### src/design/assert_macros.svh
// ----------------------------------------------------------------------------
// assert_macros.svh
// assertion shorthands shared by the design files
// ----------------------------------------------------------------------------
`ifndef ASSERT_MACROS_SVH
`define ASSERT_MACROS_SVH

// same-cycle implication, off while in reset
`define BRB_ASSERT_IMP(lbl, clk, rst_n, ante, cons) \
  lbl: assert property (@(posedge clk) disable iff (!rst_n) (ante) |-> (cons)) \
    else $error("assertion failed");

// delayed implication: consequent must hold after the antecedent, off while in reset
`define BRB_ASSERT_DLY2(lbl, clk, rst_n, ante, cons) \
  lbl: assert property (@(posedge clk) disable iff (!rst_n) (ante) |-> ##2 (cons)) \
    else $error("assertion failed");

`endif

### src/design/brb_pkg.sv
// ----------------------------------------------------------------------------
// brb_pkg
// shared types, widths and helpers of the byte ring buffer
// ----------------------------------------------------------------------------
package brb_pkg;

  // store geometry
  localparam int DEPTH = 4096;
  localparam int PTR_W = $clog2(DEPTH);

  // word field widths
  localparam int OPC_W    = 2;
  localparam int DATA_W   = 8;
  localparam int OFFSET_W = 12;
  localparam int CNT_W    = 13;
  localparam int STATUS_W = 2;
  localparam int SUM_W    = CNT_W + 1;

  localparam int IN_PACK_W   = DATA_W + OFFSET_W + CNT_W;
  localparam int IN_TDATA_W  = ((IN_PACK_W + 7) / 8) * 8;
  localparam int OUT_PACK_W  = DATA_W + CNT_W + CNT_W;
  localparam int OUT_TDATA_W = ((OUT_PACK_W + 7) / 8) * 8;

  typedef enum logic [OPC_W-1:0] {
    OP_APPEND  = 2'd0,
    OP_PEEK    = 2'd1,
    OP_CONSUME = 2'd2
  } opcode_t;

  typedef enum logic [STATUS_W-1:0] {
    ST_OK    = 2'd0,
    ST_FULL  = 2'd1,
    ST_RANGE = 2'd2
  } status_t;

  // result of one operation, before the peeked byte is known
  typedef struct packed {
    logic               is_peek;
    status_t            status;
    logic [CNT_W-1:0]   fill;
    logic [CNT_W-1:0]   dropped;
  } brb_res_t;

  // pointer plus distance, wrapped into the store; inc never exceeds DEPTH
  function automatic logic [PTR_W-1:0] wrap_add(input logic [PTR_W-1:0] ptr,
                                                input logic [CNT_W-1:0] inc);
    logic [SUM_W-1:0] sum;
    sum = SUM_W'(ptr) + SUM_W'(inc);
    if (sum >= SUM_W'(DEPTH)) begin
      sum = sum - SUM_W'(DEPTH);
    end
    return sum[PTR_W-1:0];
  endfunction

endpackage

### src/design/brb_out.sv
// ----------------------------------------------------------------------------
// brb_out
// waits out the store read, then holds the result word for the sink
// ----------------------------------------------------------------------------
module brb_out
  import brb_pkg::*;
(
  input  logic              clk,
  input  logic              rst_n,
  input  logic              in_fire,
  input  brb_res_t          in_res,
  input  logic [DATA_W-1:0] ram_rd_data,
  output logic              in_ready,
  output logic              out_valid,
  input  logic              out_ready,
  output logic [DATA_W-1:0] out_peek_byte,
  output status_t           out_status,
  output logic [CNT_W-1:0]  out_fill,
  output logic [CNT_W-1:0]  out_dropped
);

  logic     s1_vld_r, s1_vld_nxt;
  brb_res_t s1_res_r;
  logic     out_vld_r, out_vld_nxt;
  logic     advance;

  // read stage moves on when the output register is free or being drained
  assign advance  = s1_vld_r && (!out_vld_r || out_ready);
  assign in_ready = !s1_vld_r || advance;

  always_comb begin
    s1_vld_nxt  = s1_vld_r;
    out_vld_nxt = out_vld_r;
    if (out_vld_r && out_ready) begin
      out_vld_nxt = 1'b0;
    end
    if (advance) begin
      out_vld_nxt = 1'b1;
      s1_vld_nxt  = 1'b0;
    end
    if (in_fire) begin
      s1_vld_nxt = 1'b1;
    end
  end

  always_ff @(posedge clk) begin
    if (!rst_n) begin
      s1_vld_r  <= 1'b0;
      out_vld_r <= 1'b0;
    end else begin
      s1_vld_r  <= s1_vld_nxt;
      out_vld_r <= out_vld_nxt;
    end
  end

  always_ff @(posedge clk) begin
    if (in_fire) begin
      s1_res_r <= in_res;
    end
    if (advance) begin
      out_peek_byte <= s1_res_r.is_peek ? ram_rd_data : '0;
      out_status    <= s1_res_r.status;
      out_fill      <= s1_res_r.fill;
      out_dropped   <= s1_res_r.dropped;
    end
  end

  assign out_valid = out_vld_r;

endmodule

### config.mk
export PLATFORM = sky130hd
export DESIGN_NAME = brb_out
export DESIGN_NICKNAME = d
export VERILOG_FILES = /design/src/design/assert_macros.svh /design/src/design/brb_pkg.sv /design/src/design/brb_out.sv
export SDC_FILE = /design/constraint.sdc
export NUM_CORES = 1
export LEC_CHECK = 0
export ABC_CLOCK_PERIOD_IN_PS = 6680
export BUFFER_PORTS_ARGS = -buffer_cell sky130_fd_sc_hd__buf_4
export CAP_MARGIN = 25
export CORE_MARGIN = 3
export CORE_UTILIZATION = 45
export DETAILED_ROUTE_END_ITERATION = 7
export PLACE_DENSITY = 0.72
export SYNTH_ARGS = -nofsm -noshare
export SYNTH_HDL_FRONTEND = slang
export SYNTH_SLANG_ARGS = --single-unit
### constraint.sdc
create_clock -name clk -period 6.68 [get_ports clk]
set_input_delay 0.334 -clock clk [delete_from_list [all_inputs] [get_ports clk]]
set_output_delay 0.334 -clock clk [all_outputs]
set_load 0.1 [all_outputs]
======== Word-level counts from Yosys, hierarchy flattened ========
Cells that the tools add are included.
word-level totals
  bits in read-only memories .............. 0
  bits in latches ......................... 0
  register bits ........................... 67
  memories ................................ 0
  logic and storage cells ................. 22
  bits in writable memories ............... 0
cells by class
  multiplexer cells ....................... 4
  bitwise logic cells ..................... 0
  add/subtract/negate cells ............... 0
  shift-type cells ........................ 0
  $mul .................................... 0
  equal/unequal tests ..................... 0
  reduce and logical (&&, ||, !) cells .... 8
  $lt $le $gt $ge ......................... 0
  divide/modulo/power cells ............... 0
operators by type and width
  kind                number
  2-to-1 mux 1 bit    4
  nonzero test 2 bit  2
  logical AND 1 bit   2
  zero test 1 bit     2
  logical OR 1 bit    2

======== Logic depth before layout (Yosys ltp) ========
  depth after elaboration ................. 5
  mapped depth ............................ 2

======== Worst setup path after synthesis ========
OpenSTA, ideal clock, no wires.
  kind .................................... register -> register
  from .................................... register out_vld_r, in the netlist out_valid
  to ...................................... register out_dropped[0], enable pin
  cell stages (with the launch flop) ...... 3
  arrival ................................. 2593 ps
  data required time ...................... 6246 ps
  setup slack ............................. 3653 ps
  clock period less this slack ............ 3027 ps
  cells stage by stage .................... dfxtp_1 -> nor2b_2 -> nor2b_1
between the ends
  cells in the longest elaborated chain, start to end .. 3
RTL lines
  element                 line           source
  start, declared         brb_out.sv:24  logic out_vld_r, out_vld_nxt;
  start signal, assigned  brb_out.sv:52  out_vld_r <= out_vld_nxt;
  zero test 1 bit         brb_out.sv:28  assign advance = s1_vld_r && (!out_vld_r || out_ready);
  logical OR 1 bit        brb_out.sv:28
  logical AND 1 bit       brb_out.sv:28
  via advance             brb_out.sv:25  logic advance;
  end signal, assigned    brb_out.sv:64  out_dropped <= s1_res_r.dropped;
  end, declared           brb_out.sv:19  output logic [CNT_W-1:0] out_dropped
The timed path passes the listed nets, and every way through them passes these cells.
A chain may end at the register's enable or synchronous reset.

======== Worst setup path in the final report ========
  from .................................... register out_vld_r, in the netlist out_valid
  to ...................................... register out_dropped[12], enable pin
The elaborated chain is that of the path after synthesis.

==> out/qor.yml <==
sta:
  maxSlewHeadroom: 0.343
  maxSlewViolCount: 0
  clock_skew_ps: 8.29
  final_hold_viol_count: 0
  fin_crit_sh: 0.247
  worstMarginPinSlew_ps: 983
  fin_crit_ps: 1650
  fin_setup_tns_ps: 0
  setup_viol: 0
  fmax_mhz: 606
  rsz0062_at_grt: "false"
synth:
  synthDistinctLibCells: 8
  synth.net_count: 122
  syn_inst: 81
  yosys_warnings: 0
  synth_seq_cells: 67
  synth_area_um2: 2080
  syn_avg_cell_area_um2: 25.7
  yosysSeqAreaShare: 0.956
setup_path:
  crit_arrival_ps: 1600
  worstReg2RegEnd: "out_dropped[12]$_DFFE_PP_"
  ff2ff_path_depth: 2
  rr_startpoint: "out_valid$_SDFFE_PN0P_"
  start_kind: "register"
  worstPathRequired_ps: 6630
  critical_path_class: "reg -> reg"
  cp-end-kind: "register"
  reg2reg_slack_ps: 5030
  path_max_fanout: 36
floorplan:
  die_h_um: 74.0
  die_w_um: 74.0
  core_um2: 4410
  start_util: 0.472
  die-area_um2: 5480
  boundaryPins: 79
  fp-row-count: 24
detailed_routing:
  routed-via-count: 1044
  wl_met1_um: 1410
  wl_met3_um: 423
  wirelength_um: 3480
  wl_met2_um: 1590
  post_drt_wl_per_cell_um: 15.3
  dr.pass1.iters: 4
  ant_nets: 0
  drtIter0Drc: 92
  top_layer_used: "met4"
  vias_per_cell: 4.60
  drc: 0
cts:
  clk_pin_slew_worst_paths_ps: 70
  cts_setup_buffers: 0
  cts_root_buf: "clkbuf_8"
  cts-resized-gates: 0
  clockBufferDepth: 2
  cts_tree: "built"
  ctsHoldBuffers: 0
  insertion_delay_ps: 330
  cts-buffers-inserted: 9
  cts.sinks: 67
  htree_levels: 3
final_layout:
  area_delta_synth_final_pct: 44.3
  n_antenna_cell: 0
  fin_cells: 227
  nNetsFinal: 211
  drive_gt1_frac: 0.543
global_routing:
  antenna_found_initial: 0
  overflow: 0
  grt_util_all_layers: 0.133
  grt_pass1_wl_um: 4980
  grt_pass1_vias: 1101
  grt_max_degree: 37
min_path:
  hold_path.class: "in -> reg"
  hp-start: "in_res[16]"
  min_path_cells: 1
  hold_end: "s1_res_r[16]$_DFFE_PP_"
status:
  status: "finished, final reports clean"
power:
  p_leak_nw: 1.18
  vdd_drop_max_v: 0.000199
  powerDensity_nw_per_um2: 354
  finalPower_mw: 1.06
placement:
  placedCellCount: 211
  place_congestion: 0.710
  portBuffers: 78
flow_run:
  drv_cap: 0
[flip-flops by register name (all words and copies together) (netlist names)]
| name | cells |
|---|---|
| out_dropped | 13 |
| out_fill | 13 |
| out_peek_byte | 8 |
| out_status | 2 |
| out_valid | 1 |
| s1_res_r | 29 |
| s1_vld_r | 1 |
[worst max-delay path, cell delays in order (launching register included)]
cell and delay, ps:
dfxtp_1 310, nor2b_2 180, nor2b_4 770
[logic make-up (layout without fill, tap and decap cells)]
family,after synthesis,after routing,share of synthesized area
flops,67,67,0.956
buf+inv,0,94,0
simple gates,12,12,0.0360
compound gates,2,2,0.00781
[cells in the mapped netlist, drive strengths merged]
library cell / number / share of area
edfxtp: 65 / 0.94
and2: 9 / 0.027
nand2: 1 / 0.0018
a22o: 1 / 0.0042
dfxtp: 2 / 0.019
nor2b: 2 / 0.0072
o21a: 1 / 0.0036
[worst max-delay path by stage]
stage	cells past startpoint	end	slack, ps	from
floorplan	2	out_dropped[0]$_DFFE_PP_	3650	out_valid$_SDFFE_PN0P_
global placement	3	out_peek_byte[0]$_SDFFCE_PN0P_	5090	out_ready
detailed placement	2	out_fill[12]$_DFFE_PP_	5020	out_valid$_SDFFE_PN0P_
CTS	2	out_dropped[2]$_DFFE_PP_	4990	out_valid$_SDFFE_PN0P_
global route	2	out_dropped[12]$_DFFE_PP_	4930	out_valid$_SDFFE_PN0P_
finish	2	out_dropped[12]$_DFFE_PP_	5030	out_valid$_SDFFE_PN0P_
[per-layer routing]
metal,track usage,vias to the layer above
li1,-,495
met1,0.155,478
met2,0.190,64
met3,0.0662,7
met4,0.0966,0
met5,0,-
[cell usage in the layout (no fill, tap or decap)]
| cell | count |
|---|---|
| bufinv_16 | 4 |
| clkbuf_8 | 9 |
| edfxtp_1 | 65 |
| clkinvlp_4 | 1 |
| clkinv_4 | 1 |
| dfxtp_1 | 2 |
| nor2b_2 | 1 |
| buf_4 | 78 |
| clkinv_1 | 1 |
| o21a_1 | 1 |
| a22o_1 | 1 |
| nand2_1 | 1 |
| nor2b_4 | 1 |
| and2_1 | 9 |
[area by class of cell]
cell class	instances	area [µm²]
fill	296	1410
tap	52	65.1
timing repair buffer	78	586
sequential	67	1990
clock buffer	9	124
multi-input combinational	14	98.8
clock inverter	7	140
[metrics by stage]
stage / cell area (µm²) / hold slack [ps] / setup slack [ps] / utilization
6_report: 3010 / 176 / 5030 / 0.681
5_1_grt: 3010 / 148 / 4930 / 0.681
4_1_cts: 3010 / 149 / 4990 / 0.681
3_5_place_dp: 2740 / 405 / 5020 / 0.621
3_3_place_gp: 2740 / 402 / 5090 / 0.621
2_1_floorplan: 2080 / 400 / 3650 / -
[report_power, final]
part           total [mW]  switching, mW  internal, mW
registers           0.501        0.00801         0.493
logic               0.132          0.101        0.0313
clock network       0.430          0.145         0.285
(Power assumes the default switching activity.)
