File: config.mk
export PLATFORM = sky130hd
export DESIGN_NAME = brb_ctrl
export DESIGN_NICKNAME = d
export VERILOG_FILES = /design/src/design/assert_macros.svh /design/src/design/brb_pkg.sv /design/src/design/brb_ctrl.sv
export SDC_FILE = /design/constraint.sdc
export NUM_CORES = 1
export LEC_CHECK = 0
export ABC_CLOCK_PERIOD_IN_PS = 5100
export BUFFER_PORTS_ARGS = -buffer_cell sky130_fd_sc_hd__buf_4
export CAP_MARGIN = 20
export CORE_UTILIZATION = 56
export DETAILED_ROUTE_END_ITERATION = 16
export PLACE_DENSITY = 0.83
export SLEW_MARGIN = 20
export SYNTH_ARGS = -nofsm -noshare
export SYNTH_HDL_FRONTEND = slang
export SYNTH_SLANG_ARGS = --single-unit
File: constraint.sdc
create_clock -name clk -period 5.1 [get_ports clk]
set_clock_uncertainty 0.05 [all_clocks]
set_input_delay 0.765 -clock clk [delete_from_list [all_inputs] [get_ports clk]]
set_output_delay 0.765 -clock clk [all_outputs]
set_load 0.03 [all_outputs]
File: src/design/assert_macros.svh
// ----------------------------------------------------------------------------
// assert_macros.svh
// assertion shorthands shared by the design files
// ----------------------------------------------------------------------------
`ifndef ASSERT_MACROS_SVH
`define ASSERT_MACROS_SVH

// same-cycle implication, off while in reset
`define BRB_ASSERT_IMP(lbl, clk, rst_n, ante, cons) \
  lbl: assert property (@(posedge clk) disable iff (!rst_n) (ante) |-> (cons)) \
    else $error("assertion failed");

// delayed implication: consequent must hold after the antecedent, off while in reset
`define BRB_ASSERT_DLY2(lbl, clk, rst_n, ante, cons) \
  lbl: assert property (@(posedge clk) disable iff (!rst_n) (ante) |-> ##2 (cons)) \
    else $error("assertion failed");

`endif

File: src/design/brb_pkg.sv
// ----------------------------------------------------------------------------
// brb_pkg
// shared types, widths and helpers of the byte ring buffer
// ----------------------------------------------------------------------------
package brb_pkg;

  // store geometry
  localparam int DEPTH = 4096;
  localparam int PTR_W = $clog2(DEPTH);

  // word field widths
  localparam int OPC_W    = 2;
  localparam int DATA_W   = 8;
  localparam int OFFSET_W = 12;
  localparam int CNT_W    = 13;
  localparam int STATUS_W = 2;
  localparam int SUM_W    = CNT_W + 1;

  localparam int IN_PACK_W   = DATA_W + OFFSET_W + CNT_W;
  localparam int IN_TDATA_W  = ((IN_PACK_W + 7) / 8) * 8;
  localparam int OUT_PACK_W  = DATA_W + CNT_W + CNT_W;
  localparam int OUT_TDATA_W = ((OUT_PACK_W + 7) / 8) * 8;

  typedef enum logic [OPC_W-1:0] {
    OP_APPEND  = 2'd0,
    OP_PEEK    = 2'd1,
    OP_CONSUME = 2'd2
  } opcode_t;

  typedef enum logic [STATUS_W-1:0] {
    ST_OK    = 2'd0,
    ST_FULL  = 2'd1,
    ST_RANGE = 2'd2
  } status_t;

  // result of one operation, before the peeked byte is known
  typedef struct packed {
    logic               is_peek;
    status_t            status;
    logic [CNT_W-1:0]   fill;
    logic [CNT_W-1:0]   dropped;
  } brb_res_t;

  // pointer plus distance, wrapped into the store; inc never exceeds DEPTH
  function automatic logic [PTR_W-1:0] wrap_add(input logic [PTR_W-1:0] ptr,
                                                input logic [CNT_W-1:0] inc);
    logic [SUM_W-1:0] sum;
    sum = SUM_W'(ptr) + SUM_W'(inc);
    if (sum >= SUM_W'(DEPTH)) begin
      sum = sum - SUM_W'(DEPTH);
    end
    return sum[PTR_W-1:0];
  endfunction

endpackage

File: src/design/brb_ctrl.sv
// ----------------------------------------------------------------------------
// brb_ctrl
// pointer and fill-count bookkeeping, drives the store ports
// ----------------------------------------------------------------------------
module brb_ctrl
  import brb_pkg::*;
(
  input  logic                clk,
  input  logic                rst_n,
  input  logic                in_fire,
  input  opcode_t             opcode,
  input  logic [DATA_W-1:0]   data_byte,
  input  logic [OFFSET_W-1:0] offset,
  input  logic [CNT_W-1:0]    count,
  output logic                ram_wr_en,
  output logic [PTR_W-1:0]    ram_wr_addr,
  output logic [DATA_W-1:0]   ram_wr_data,
  output logic                ram_rd_en,
  output logic [PTR_W-1:0]    ram_rd_addr,
  output brb_res_t            res
);

  logic [PTR_W-1:0] rd_ptr_r, rd_ptr_nxt;
  logic [PTR_W-1:0] wr_ptr_r, wr_ptr_nxt;
  logic [CNT_W-1:0] cnt_r, cnt_nxt;
  logic [CNT_W-1:0] clamp;
  logic [CNT_W-1:0] offset_ext;

  assign offset_ext  = {{(CNT_W-OFFSET_W){1'b0}}, offset};
  assign clamp       = (count < cnt_r) ? count : cnt_r;
  assign ram_wr_addr = wr_ptr_r;
  assign ram_wr_data = data_byte;
  assign ram_rd_addr = wrap_add(rd_ptr_r, offset_ext);

  always_comb begin
    rd_ptr_nxt  = rd_ptr_r;
    wr_ptr_nxt  = wr_ptr_r;
    cnt_nxt     = cnt_r;
    ram_wr_en   = 1'b0;
    ram_rd_en   = 1'b0;
    res.is_peek = 1'b0;
    res.status  = ST_OK;
    res.dropped = '0;
    if (in_fire) begin
      unique case (opcode)
        OP_APPEND: begin
          if (cnt_r == CNT_W'(DEPTH)) begin
            res.status = ST_FULL;
          end else begin
            ram_wr_en  = 1'b1;
            wr_ptr_nxt = wrap_add(wr_ptr_r, CNT_W'(1));
            cnt_nxt    = cnt_r + CNT_W'(1);
          end
        end
        OP_PEEK: begin
          if (offset_ext >= cnt_r) begin
            res.status = ST_RANGE;
          end else begin
            ram_rd_en   = 1'b1;
            res.is_peek = 1'b1;
          end
        end
        OP_CONSUME: begin
          res.dropped = clamp;
          cnt_nxt     = cnt_r - clamp;
          rd_ptr_nxt  = wrap_add(rd_ptr_r, clamp);
          // empty store: both pointers back to the base
          if (cnt_r == clamp) begin
            rd_ptr_nxt = '0;
            wr_ptr_nxt = '0;
          end
        end
        default: begin
        end
      endcase
    end
    res.fill = cnt_nxt;
  end

  always_ff @(posedge clk) begin
    if (!rst_n) begin
      rd_ptr_r <= '0;
      wr_ptr_r <= '0;
      cnt_r    <= '0;
    end else begin
      rd_ptr_r <= rd_ptr_nxt;
      wr_ptr_r <= wr_ptr_nxt;
      cnt_r    <= cnt_nxt;
    end
  end

endmodule

# --- Yosys cells after proc, flatten, opt, wreduce, memory -nomap -nowiden ---
# Cells that the tools add are included.
# W data, S select, Z words.
totals:
  ramBits: 0
  out_inout_bits: 63
  latch_bits: 0
  romBits: 0
  ff_bits: 37
  n_memories: 0
  in_bits: 38
  wordCells: 49
classes:
  bitwise: 0
  multipliers: 0
  add_sub_neg: 8
  n_shift: 0
  div: 0
  eq_ne: 6
  order_cmp: 5
  reduce_logical: 4
  n_mux: 23
ops:
  columns: ["operator", "n"]
  rows:
  - ["$mux W12", 6]
  - ["$mux W13", 5]
  - ["$sub A12 B1 Y12 const B", 3]
  - ["$ge A13 B13 Y1 const B", 2]
  - ["$pmux W13 S2", 1]
  - ["$pmux W12 S2", 1]
  - ["$add A12 B13 Y14", 1]
  - ["$ge A14 B13 Y1 const B", 1]
  - ["$add A12 B1 Y13 const B", 1]
  - ["$add A12 B12 Y13", 1]
  - ["$add A13 B1 Y13 const B", 1]
  - ["$eq A13 B13 Y1", 1]
  - ["$eq A13 B13 Y1 const B", 1]
  - ["$ge A12 B13 Y1", 1]
  - ["$lt A13 B13 Y1", 1]
  - ["$sub A13 B13 Y13", 1]
  - ["$mux W1", 7]
  - ["$ne A2 B2 Y1 const B", 2]
  - ["$pmux W2 S2", 1]
  - ["$reduce_and A4 Y1", 1]
  - ["$mux W3", 1]
  - ["$eq A2 B1 Y1 const B", 1]
  - ["$eq A2 B2 Y1 const B", 1]
  - ["$logic_not A2 Y1", 1]
  - ["3 further kinds", 3]

# --- Depth between registers and ports, before layout ---
logic_depth:
  word_depth: 6
  ltp_mapped: 18
  depth_no_buf: 17

# --- Worst setup path after synthesis ---
# Ideal clock, no wire load.
synth_timing:
  path_type: "in2out"
  startpoint: "in count[2]"
  endpoint: "out res[21] in the netlist's numbering"
  required_time_ps: 4285
  path_buffers: 1
  arrival_time_ps: 4392
  cell_stages: 17
  path_slack_ps: -107
  cell_sequence: "ha_1 -> a21o_1 -> a31oi_1 -> o21ai_1 -> a21oi_1 -> buf_2 -> nor2_1 -> a21oi_1 -> inv_1 -> fa_1 -> nor2b_1 -> o21ai_0 -> a21o_1 -> a21boi_0 -> nor2_1 -> xor2_1 -> a211oi_1"
synth_lines:
  columns: ["item", "line_no", "source"]
  rows:
  - ["start: declaration", "brb_ctrl.sv:14", "input logic [CNT_W-1:0] count,"]
  - ["end: declaration", "brb_ctrl.sv:20", "output brb_res_t res"]

==> results.py <==
metrics = {
    "run_status": {
        "status": "finished clean",
    },
    "sta": {
        "finalCritPeriodShare_pct": 96.1,
        "setup_viol": 0,
        "hold_viol": 0,
        "tns_ns": 0,
        "worst_pin_slew_ns": 0.880,
        "max_freq_mhz": 204,
        "drv_slew": 0,
        "relSlewSlack_pct": 41.3,
        "fin_crit_ns": 4.90,
    },
    "pwr": {
        "peakVddDrop_uv": 158,
        "total_power_mw": 1.22,
        "p_per_area_nw_per_um2": 230,
        "p_leak_nw": 2.48,
    },
    "setup_path": {
        "critPathCaptureType": "primary output",
        "crit_path_frequent_cell": "buf_4",
        "path_class": "in -> out",
        "slowest_delay_ns": 0.44,
        "crit_path_max_fanout": 5,
        "cp_top_family": "compound AO/OA/AOI/OAI gates",
        "cpMaxStageDelayCell": "fa_1",
        "critPathBufInv": 4,
        "path_cells": "buf_4 > ha_1 > nand4_1 > nor3_4 > a21oi_4 > buf_4 > a21oi_2 > inv_1 > fa_1 > nor2b_1 > o21ai_0 > a21o_1 > a21boi_1 > o21bai_1 > a211o_1 > nand4_1 > buf_4",
        "crit_required_ns": 4.28,
        "arrival_ns": 4.09,
        "cp-start-kind": "input port",
    },
    "global_routing": {
        "track_usage_pct": 34.6,
        "grt_pass1_wl_mm": 22.6,
        "grt_pass1_vias": 4647,
        "grt_max_degree": 27,
        "overflow": 0,
        "antenna_found_initial": 0,
    },
    "detailed_routing": {
        "drtIter0Drc": 409,
        "ant_nets": 0,
        "routed_wl_mm": 13.9,
        "vias": 4914,
        "routed_via_density": 6.18,
        "drcViolationCount": 0,
        "wl_per_cell_um": 17.5,
        "drt-pass1-iter-count": 5,
    },
    "final_layout": {
        "layout-drive-gt1-share_pct": 21.0,
        "antenna_cells": 0,
        "fin_cells": 795,
        "fillers": 608,
        "nets": 797,
        "final_common_cell": "buf_4",
        "mostFrequentLayoutCells": "buf_4, nor2_1, a21oi_1",
        "syn_to_final_growth_pct": 23.1,
    },
    "yosys": {
        "syn_inst": 601,
        "synth.cell_area_um2": 4310,
        "syn_nets": 703,
        "syn-mean-instance-area_um2": 7.18,
        "synth_edf_count": 0,
        "ys_warn_count": 0,
        "synth-main-ff-cell": "dfxtp_1",
        "synth_seq_cells": 37,
        "synth.distinct_cells": 58,
        "yosysSeqAreaShare_pct": 17.2,
        "async_reset_ff_share_pct": 0,
    },
    "cts": {
        "htreeDepth": 2,
        "ctsLongestPathBuffers": 2,
        "post_cts_buffers": 0,
        "clkTransAtPathRegs_ns": 0.08,
        "cts-root-buf": "clkbuf_8",
        "clock_latency_ns": 0.31,
        "cts_tree": "built",
        "holdBufCountCts": 0,
        "clock_sinks": 37,
        "cts_buffers": 5,
    },
    "placement": {
        "port-buffer-count": 84,
        "placed_cells": 787,
        "globalplace.congestion": 0.991,
        "dp_hpwl_mm": 11.0,
    },
    "die": {
        "ioPinCount": 101,
        "fp.dieArea_um2": 8060,
        "start_util_pct": 58.8,
        "rows": 31,
        "fp.dieH_um": 89.8,
        "die_x_um": 89.8,
        "design.core.area_um2": 7330,
    },
    "run": {
        "max_cap_violations": 0,
    },
    "worst_hold_path": {
        "hold_path_class": "reg -> reg",
    },
}
==> metrics by stage <==
step,utilization (%),area (µm²),hold WS (ns),worst slack (ns)
floorplan,-,4320,0.403,0.168
global placement,70.5,5170,0.405,-0.100
detailed placement,70.5,5170,0.412,-0.124
CTS,71.9,5270,0.434,0.0315
global route,72.5,5310,0.448,-0.00102
finish,72.5,5310,0.435,0.199
==> power breakdown <==
group | leakage, nW | switching (mW) | internal [mW] | total, mW
Combinational | 2.14 | 0.393 | 0.278 | 0.671
Sequential | 0.302 | 0.0164 | 0.302 | 0.319
Clock | 0.0452 | 0.133 | 0.0998 | 0.232
Total | 2.48 | 0.542 | 0.680 | 1.22
==> Yosys cell counts (all sizes together), types with 3 or more instances <==
cell    number  share of area, %
a21oi       70               8.1
nor2        65               5.7
ha          61                18
nand2       51               4.4
inv         42               3.7
dfxtp       37                17
o21ai       32               3.7
nand3       31               3.6
clkbuf      17               1.5
a21o        15               2.6
xnor2       15               3.0
buf         14               2.3
a31oi       13               1.9
a211oi      10               1.7
nand4       10               1.5
o21a        10               1.7
and2         9               1.3
nor3         9               1.0
xor2         8               1.6
o21bai       6               1.0
o22ai        6              0.87
nand2b       5              0.73
nor2b        5              0.73
nor4         5              0.73
mux2i        4              0.93
o211ai       4              0.70
a211o        3              0.61
a31o         3              0.61
and3         3              0.44
fa           3               1.4
or2          3              0.44
or3          3              0.44
==> layer usage <==
| metal | vias up | share of wire (%) | routed length (µm) | track usage (%) |
|---|---|---|---|---|
| met1 | 2266 | 43 | 5980 | 44.9 |
| met4 | 0 | 3.4 | 471 | 14.6 |
| met3 | 39 | 8.2 | 1140 | 5.33 |
| met2 | 253 | 45 | 6320 | 56.8 |
| li1 | 2356 | - | - | - |
| met5 | - | 0 | 0 | 0 |
==> registers in the layout, summed over array words and instances, names as in the netlist <==
name / flops
rd_ptr_r: 12
ram_wr_addr: 12
cnt_r: 13
==> area by class of cell <==
type	count	area [µm²]	area share (%)
clock inverter	3	25.0	0.471
timing repair buffer	118	890	16.7
clock buffer	5	68.8	1.30
tap	99	124	2.33
inverter	42	158	2.97
multi-input combinational	491	3300	62.2
sequential	37	746	14.0
==> cells by family after synthesis <==
family                     count (synthesis)  synth area share [%]
AOI/OAI and AO/OA                        194                  28.3
xor gates and xnor gates                  23                  4.67
adders and majority gates                 64                  19.1
buffers and inverters                     73                  7.40
DFF                                       37                  17.2
muxes                                      5                  1.19
and+or+nand+nor                          205                  22.2
==> timing repair <==
action / 4_1_cts / 5_1_grt
setup endpoints to repair: 3 / 7
resized for setup: 3 / 14
pin swaps: 0 / 1
==> path summary, 6_finish.rpt <==
| kind | startpoint | to | slack [ns] | depth (start not counted) |
|---|---|---|---|---|
| setup / recovery | count[12] | res[25] | 0.20 | 17 |
| hold / removal | rd_ptr_r[0] | rd_ptr_r[0] | 0.43 | 2 |
| setup reg to reg | cnt_r[2] | rd_ptr_r[11] | 0.92 | 19 |
| hold reg to reg | rd_ptr_r[0] | rd_ptr_r[0] | 0.43 | 2 |
==> worst register-to-register path, stage by stage, from the launching register on <==
cell	delay (ns)
dfxtp_2	0.40
inv_1	0.13
ha_1	0.31
a21o_1	0.18
a31oi_1	0.16
o21ai_1	0.15
a21oi_4	0.22
buf_6	0.21
nor2_1	0.08
a21oi_2	0.22
buf_4	0.18
inv_1	0.05
ha_1	0.34
a211oi_1	0.35
nand2b_1	0.09
o221ai_1	0.30
o21a_1	0.21
nor3_1	0.07
or2_0	0.25
o211ai_1	0.16
No activity file was read; power rests on OpenSTA's default activity.
